<file path="src/rtl/gwo_pkg.sv">
// Types and constants shared by the grey wolf step engine modules.
package gwo_pkg;

   // Action codes of a request
   localparam logic [2:0] ACT_LOAD  = 3'd0;
   localparam logic [2:0] ACT_READ  = 3'd1;
   localparam logic [2:0] ACT_FIT   = 3'd2;
   localparam logic [2:0] ACT_UPD   = 3'd3;
   localparam logic [2:0] ACT_LREAD = 3'd4;

   // Configuration register indexes
   localparam logic [2:0] REG_LOWER = 3'd0;
   localparam logic [2:0] REG_UPPER = 3'd1;
   localparam logic [2:0] REG_AGENTS = 3'd2;
   localparam logic [2:0] REG_DIMS  = 3'd3;

   // Leader change codes
   localparam logic [1:0] CHG_NONE  = 2'd0;

   localparam logic signed [31:0] SCORE_INF = 32'sh7FFF_FFFF;

   // Fixed point and divider constants
   localparam int ACC_W      = 64;
   localparam int DIV_W      = 48;
   localparam int DIV_DIGITS = 4;
   localparam int DIV_STEPS  = DIV_W / DIV_DIGITS;
   localparam logic [ACC_W-1:0] ROUND_DIV = 64'd98304;

   typedef enum logic [2:0] {
      K_LOAD, K_READ, K_FIT, K_UPD, K_LREAD, K_ERR, K_NOP
   } kind_type;

   typedef enum logic [3:0] {
      B_IDLE, B_EXEC, B_AGENT_DATA, B_LEAD_DATA, B_COPY, B_UPD_L1, B_UPD_L2,
      B_UPD_L3, B_TERM, B_ROUND, B_DIV, B_CLAMP, B_RESULT
   } bstate_type;

   typedef struct packed {
      logic signed [31:0] lower_bound;
      logic signed [31:0] upper_bound;
      logic [5:0]         agent_count;
      logic [6:0]         dimension_count;
   } cfg_type;

   typedef struct packed {
      kind_type           kind;
      logic [4:0]         agent;
      logic [5:0]         dim;
      logic signed [31:0] value;
      logic [17:0]        a_coeff;
      logic [2:0][15:0]   rand_a;
      logic [2:0][15:0]   rand_c;
   } cmd_type;

   typedef struct packed {
      logic signed [31:0] position;
      logic signed [31:0] score;
      logic [1:0]         changed;
      logic               index_error;
   } rsp_type;

endpackage

</file>
<file path="src/rtl/gwo_front.sv">
// Front end: accepts requests, checks indexes and queues decoded commands.
module gwo_front #(
   parameter int MAX_AGENTS = 32,
   parameter int MAX_DIMS   = 64
) (
   input  logic                 clock,
   input  logic                 reset,
   input  gwo_pkg::cfg_type     cfg,
   input  logic                 req_push,
   output logic                 req_full,
   input  logic [2:0]           req_action,
   input  logic [4:0]           req_agent,
   input  logic [5:0]           req_dim,
   input  logic signed [31:0]   req_value,
   input  logic [17:0]          req_a_coeff,
   input  logic [15:0]          req_rand_a1,
   input  logic [15:0]          req_rand_c1,
   input  logic [15:0]          req_rand_a2,
   input  logic [15:0]          req_rand_c2,
   input  logic [15:0]          req_rand_a3,
   input  logic [15:0]          req_rand_c3,
   output logic                 cmd_valid,
   input  logic                 cmd_pop,
   output gwo_pkg::cmd_type     cmd
);

   gwo_pkg::cmd_type q_ff [2];
   gwo_pkg::cmd_type q_in [2];
   logic       wr_ff, wr_in, rd_ff, rd_in;
   logic [1:0] cnt_ff, cnt_in;
   gwo_pkg::cmd_type dec;
   logic [8:0] na, nd;
   logic       agent_bad, dim_bad, push, pop;

   // Classify the request against the counts in use
   always_comb begin
      na = (9'(cfg.agent_count) > 9'(MAX_AGENTS)) ? 9'(MAX_AGENTS) : 9'(cfg.agent_count);
      nd = (9'(cfg.dimension_count) > 9'(MAX_DIMS)) ? 9'(MAX_DIMS)
                                                    : 9'(cfg.dimension_count);
      agent_bad = 9'(req_agent) >= na;
      dim_bad = 9'(req_dim) >= nd;
      dec.agent = req_agent;
      dec.dim = req_dim;
      dec.value = req_value;
      dec.a_coeff = req_a_coeff;
      dec.rand_a = {req_rand_a3, req_rand_a2, req_rand_a1};
      dec.rand_c = {req_rand_c3, req_rand_c2, req_rand_c1};
      unique case (req_action)
         gwo_pkg::ACT_LOAD: begin
            dec.kind = (agent_bad || dim_bad) ? gwo_pkg::K_ERR : gwo_pkg::K_LOAD;
         end
         gwo_pkg::ACT_READ: begin
            dec.kind = (agent_bad || dim_bad) ? gwo_pkg::K_ERR : gwo_pkg::K_READ;
         end
         gwo_pkg::ACT_FIT: begin
            dec.kind = agent_bad ? gwo_pkg::K_ERR : gwo_pkg::K_FIT;
         end
         gwo_pkg::ACT_UPD: begin
            dec.kind = (agent_bad || dim_bad) ? gwo_pkg::K_ERR : gwo_pkg::K_UPD;
         end
         gwo_pkg::ACT_LREAD: begin
            dec.kind = (req_agent > 5'd2 || dim_bad) ? gwo_pkg::K_ERR : gwo_pkg::K_LREAD;
         end
         default: begin
            dec.kind = gwo_pkg::K_NOP;
         end
      endcase
   end

   // Two-entry command queue
   assign req_full = cnt_ff == 2'd2;
   assign cmd_valid = cnt_ff != 2'd0;
   assign cmd = q_ff[rd_ff];
   assign push = req_push && !req_full;
   assign pop = cmd_pop && cmd_valid;

   always_comb begin
      q_in = q_ff;
      wr_in = wr_ff;
      rd_in = rd_ff;
      cnt_in = cnt_ff;
      if (push) begin
         q_in[wr_ff] = dec;
         wr_in = ~wr_ff;
      end
      if (pop) begin
         rd_in = ~rd_ff;
      end
      if (push && !pop) begin
         cnt_in = cnt_ff + 2'd1;
      end else if (pop && !push) begin
         cnt_in = cnt_ff - 2'd1;
      end
   end

   always_ff @(posedge clock) begin
      if (reset) begin
         wr_ff <= 1'b0;
         rd_ff <= 1'b0;
         cnt_ff <= 2'd0;
      end else begin
         wr_ff <= wr_in;
         rd_ff <= rd_in;
         cnt_ff <= cnt_in;
      end
      q_ff <= q_in;
   end

endmodule

</file>
<file path="config.mk">
export PLATFORM = sky130hd
export DESIGN_NAME = gwo_front
export DESIGN_NICKNAME = d
export VERILOG_FILES = /design/src/rtl/gwo_pkg.sv /design/src/rtl/gwo_front.sv
export SDC_FILE = /design/constraint.sdc
export NUM_CORES = 1
export LEC_CHECK = 0
export ABC_AREA = 1
export BUFFER_PORTS_ARGS = -buffer_cell sky130_fd_sc_hd__buf_2
export CORE_UTILIZATION = 51
export CTS_CLUSTER_DIAMETER = 60
export DETAILED_ROUTE_END_ITERATION = 8
export PLACE_DENSITY = 0.84
export SKIP_LAST_GASP = 1
export SLEW_MARGIN = 20
export SYNTH_ARGS = -nofsm -noshare
export SYNTH_HDL_FRONTEND = slang
export SYNTH_SLANG_ARGS = --single-unit
</file>
<file path="constraint.sdc">
create_clock -name clock -period 11.21 [get_ports clock]
set_input_delay 0.5605 -clock clock [delete_from_list [all_inputs] [get_ports clock]]
set_output_delay 0.5605 -clock clock [all_outputs]
set_load 0.01 [all_outputs]
</file>
# After elaboration in Yosys (flattened, before gate mapping)

Index checks and enable logic that the tools add are counted.

Register bits after elaboration: 324
Bits in latches: 0
Bits in writable memories: 0
ROM bits: 0
Input port bits: 241
Logic and storage cells: 73
Memories: 0

Add/subtract/negate cells: 2
Multiply operators: 0
Divide/modulo/power cells: 0
$lt $le $gt $ge: 8
Eq/ne operators: 5
Shifts and indexed selects: 0
Multiplexer cells: 16
Bitwise gates (word level): 4
Reduce and logical (&&, ||, !) cells: 13

Operators by type and width:

| operator              | number |
|---|---|
| $mux W160             | 4 |
| $bwmux W320           | 1 |
| $demux W160 S1        | 1 |
| $pmux W3 S5           | 1 |
| $mux W3               | 4 |
| $ge A6 B7 Y1          | 1 |
| $gt A7 B7 Y1 const B  | 1 |
| $mux W7               | 1 |
| $eq A3 B2 Y1 const B  | 2 |
| $ge A5 B6 Y1          | 1 |
| $gt A6 B6 Y1 const B  | 1 |
| $mux W6               | 1 |
| $gt A5 B2 Y1 const B  | 1 |
| $logic_and A1 B1 Y1   | 5 |
| $ge A2 B2 Y1 const B  | 2 |
| $mux W2               | 2 |
| $not A1 Y2            | 2 |
| $reduce_bool A2 Y1    | 2 |
| $eq A3 B1 Y1 const B  | 1 |
| $eq A3 B3 Y1 const B  | 1 |
| $logic_not A1 Y1      | 3 |
| $logic_not A3 Y1      | 1 |
| $add A2 B1 Y2 const B | 1 |
| $eq A2 B2 Y1 const B  | 1 |
| 5 further kinds       | 7 |

# Depth between registers and ports, before layout

Word-level depth: 7
Mapped depth: 15

# Worst setup path after synthesis

OpenSTA, ideal clock, no wires.

Path type: input -> register
Start: input req_push
End: register q_ff[0] (netlist name) (enable)
Setup time: 684 ps
Arrival time: 7,363 ps
Data required time: 10,526 ps
Slack: 3,163 ps
Stages: 2
Path buffers: 0
Path through: o21ai_0 nor2_1

Cells in the longest elaborated chain, start to end: 1

Ends and longest elaborated chain:

| item                 | line             | RTL |
|---|---|---|
| start, declared      | gwo_front.sv:9   | `input logic req_push,` |
| $logic_and A1 B1 Y1  | gwo_front.sv:74  | `assign push = req_push && !req_full;` |
| end signal, assigned | gwo_front.sv:106 | `q_ff <= q_in;` |
| end, declared        | gwo_front.sv:27  | `gwo_pkg::cmd_type q_ff [2];` |

Every way passes these cells.
A chain may end at the register's enable or synchronous reset.

==> run metrics <==
post-detailed-route DRC marker count 0; WL/cell 16.0 µm; R2R Path End q_ff[63]; Die Y 157 µm; ratio of cells with drive above 1 in the final layout 0.303; WL final 26600 µm; final net count 1560; RR Startpoint cnt_ff[1]; fmax 0.276 GHz; Hold EP q_ff[86]; reg2reg path depth 5; Clock Sinks 324; hold path startpoint req_rand_a3[6]; vias in the first global route 7765; Port Buffers 338; via/cell ratio 4.92; Worst Hold Path Cells 1; Post-Syn Area 0.0123 mm²; EDFF count, synth 320; Final HPWL DP 17000 µm; post-cts resize count 0; most common cell after layout, fill and taps aside nand2_1; vias after detailed routing 8150; syn avg cell area 12.8 µm²; pwr dens 225 mW/mm²; total setup buffers inserted after CTS 0; startpoint types flop; Final period util 0.323; commonest non-fill, non-tap cells in the layout 522 x nand2_1, 338 x buf_2, 320 x edfxtp_1; Core Box Area 0.0236 mm²; dominant synthesized flop cell edfxtp_1; GRT Util Overall 0.206; largest net degree at the start of global routing 100; Num CTS Buffers 35; Final Hold Fails 0; Mapped Cells 961; Root Driver clkbuf_16; CTS max path bufs 3; grt met1 use 0.229; Crit. End Element primary output; CP Max Fanout 99; LEAKAGE 6.68 nW; worst path required time 10.65 ns; htree depth 2; Max-Cap Viols 0; met3 GRT Util 0.0564; Async SR Flop Fraction 0; layer with the highest usage met2; Initial Utilization 0.522; Final TNS setup 0 ns; VDD IR max 0.000161 V; measured slew at the worst slew-check pin 1.05 ns; Multi-input gate area 0.00235 mm²; P&R area growth vs syn 25.0%; Slew HR 0.299; DRT antenna net count 0; CTS tree built; Site Rows 56; Fin Hold WS 0.247 ns; initial detailed-routing violation count 549; Tmin final 3.62 ns; Final GP Congestion 0.759; Distinct cells, synth 23; register area 0.00969 mm²; CP Class flop to primary output; GRT overflow 0; initial antenna violation count 8; first-pass GRT wire length 38800 µm; clk slew on worst S/H paths 0.06 ns; RSZ-0062 raised after global routing no; Hold WC Path Type primary input to flop; max-slew violation count 0; Syn. warnings 0; layout filler cell count 1702; flop2flop setup slack 7.70 ns; outcome completed; Chip Width 157 µm; I/O pins 403; sequential-to-total area share from yosys stat 0.787; clk_lat worst skew 0.50 ns; Worst Clk Skew 0.0120 ns; synthesized net count 1214; M2 GR Usage 0.370; Die Area 0.0248 mm²; drt first pass iters 5; WP data arrival 3.06 ns; Final setup viols 0; Yosys reg bits 324; hold_buf cts 0
[routing by layer]
metal | vias to the layer above | wire length [µm]
met5 | - | 13
met4 | 2 | 767
met3 | 65 | 1810
met2 | 289 | 14200
met1 | 3865 | 9810
li1 | 3929 | -
[state kept, by name (all words and copies together) (netlist names)]
name    cells
q_ff      320
cnt_ff      2
rd_ff       1
wr_ff       1
[report_power, final]
group | internal [mW] | switching [mW]
logic | 0.257 | 0.524
registers | 1.54 | 0.0627
clock network | 0.649 | 0.438
[layout make-up]
cell class / instances / share of cell area
multi-input cells: 578 / 0.153
repair buffers: 344 / 0.113
well taps: 319 / 0.0259
diodes: 8 / 0.00130
flip-flops and latches: 324 / 0.630
clock buffers: 43 / 0.0616
clock inverters: 18 / 0.00983
inverters: 24 / 0.00601
[kinds of logic after synthesis]
family / Yosys count / share of synthesized area
AND/OR/NAND/NOR: 550 / 0.170
flip-flops: 324 / 0.787
buffers and inverters: 59 / 0.0234
AO/OA/AOI/OAI: 16 / 0.00782
adder cells (fa/ha/maj): 12 / 0.0122
[critical path: stages (launching register included)]
cell	delay (ns)
dfxtp_4	0.59
inv_4	0.85
buf_4	0.69
nand2_1	0.13
nand2_1	0.12
buf_2	0.15
[per-stage QoR]
step | instances | util | cell area, µm² | power (mW) | setup slack [ns]
after floorplan | 961 | - | 12300 | 2.10 | 3.16
after global placement | 1589 | 0.605 | 14300 | 2.38 | 7.44
after detailed placement | 1589 | 0.605 | 14300 | 2.41 | 7.41
after CTS | 1650 | 0.651 | 15400 | 3.50 | 7.44
after global routing | 1656 | 0.652 | 15400 | 3.64 | 7.30
final | 1658 | 0.652 | 15400 | 3.47 | 7.59
[synth_stat cells (4+ instances only)]
master	instances	share of area
inv_1	21	0.0064
nor2_1	12	0.0037
nand3_1	5	0.0020
buf_4	9	0.0055
edfxtp_1	320	0.78
clkbuf_1	5	0.0015
nor3_1	6	0.0024
a21oi_1	8	0.0033
ha_1	12	0.012
buf_2	20	0.0081
dfxtp_1	4	0.0065
nand2_1	522	0.16
[worst max-delay path by stage]
stage,from,endpoint,slack (ns)
floorplan,req_push,q_ff[0],3.16
global placement,req_push,q_ff[89],7.44
detailed placement,req_push,q_ff[95],7.41
CTS,rd_ff,cmd[27],7.44
global route,rd_ff,cmd[64],7.30
finish,rd_ff,cmd[27],7.59
(Power assumes the default switching activity.)
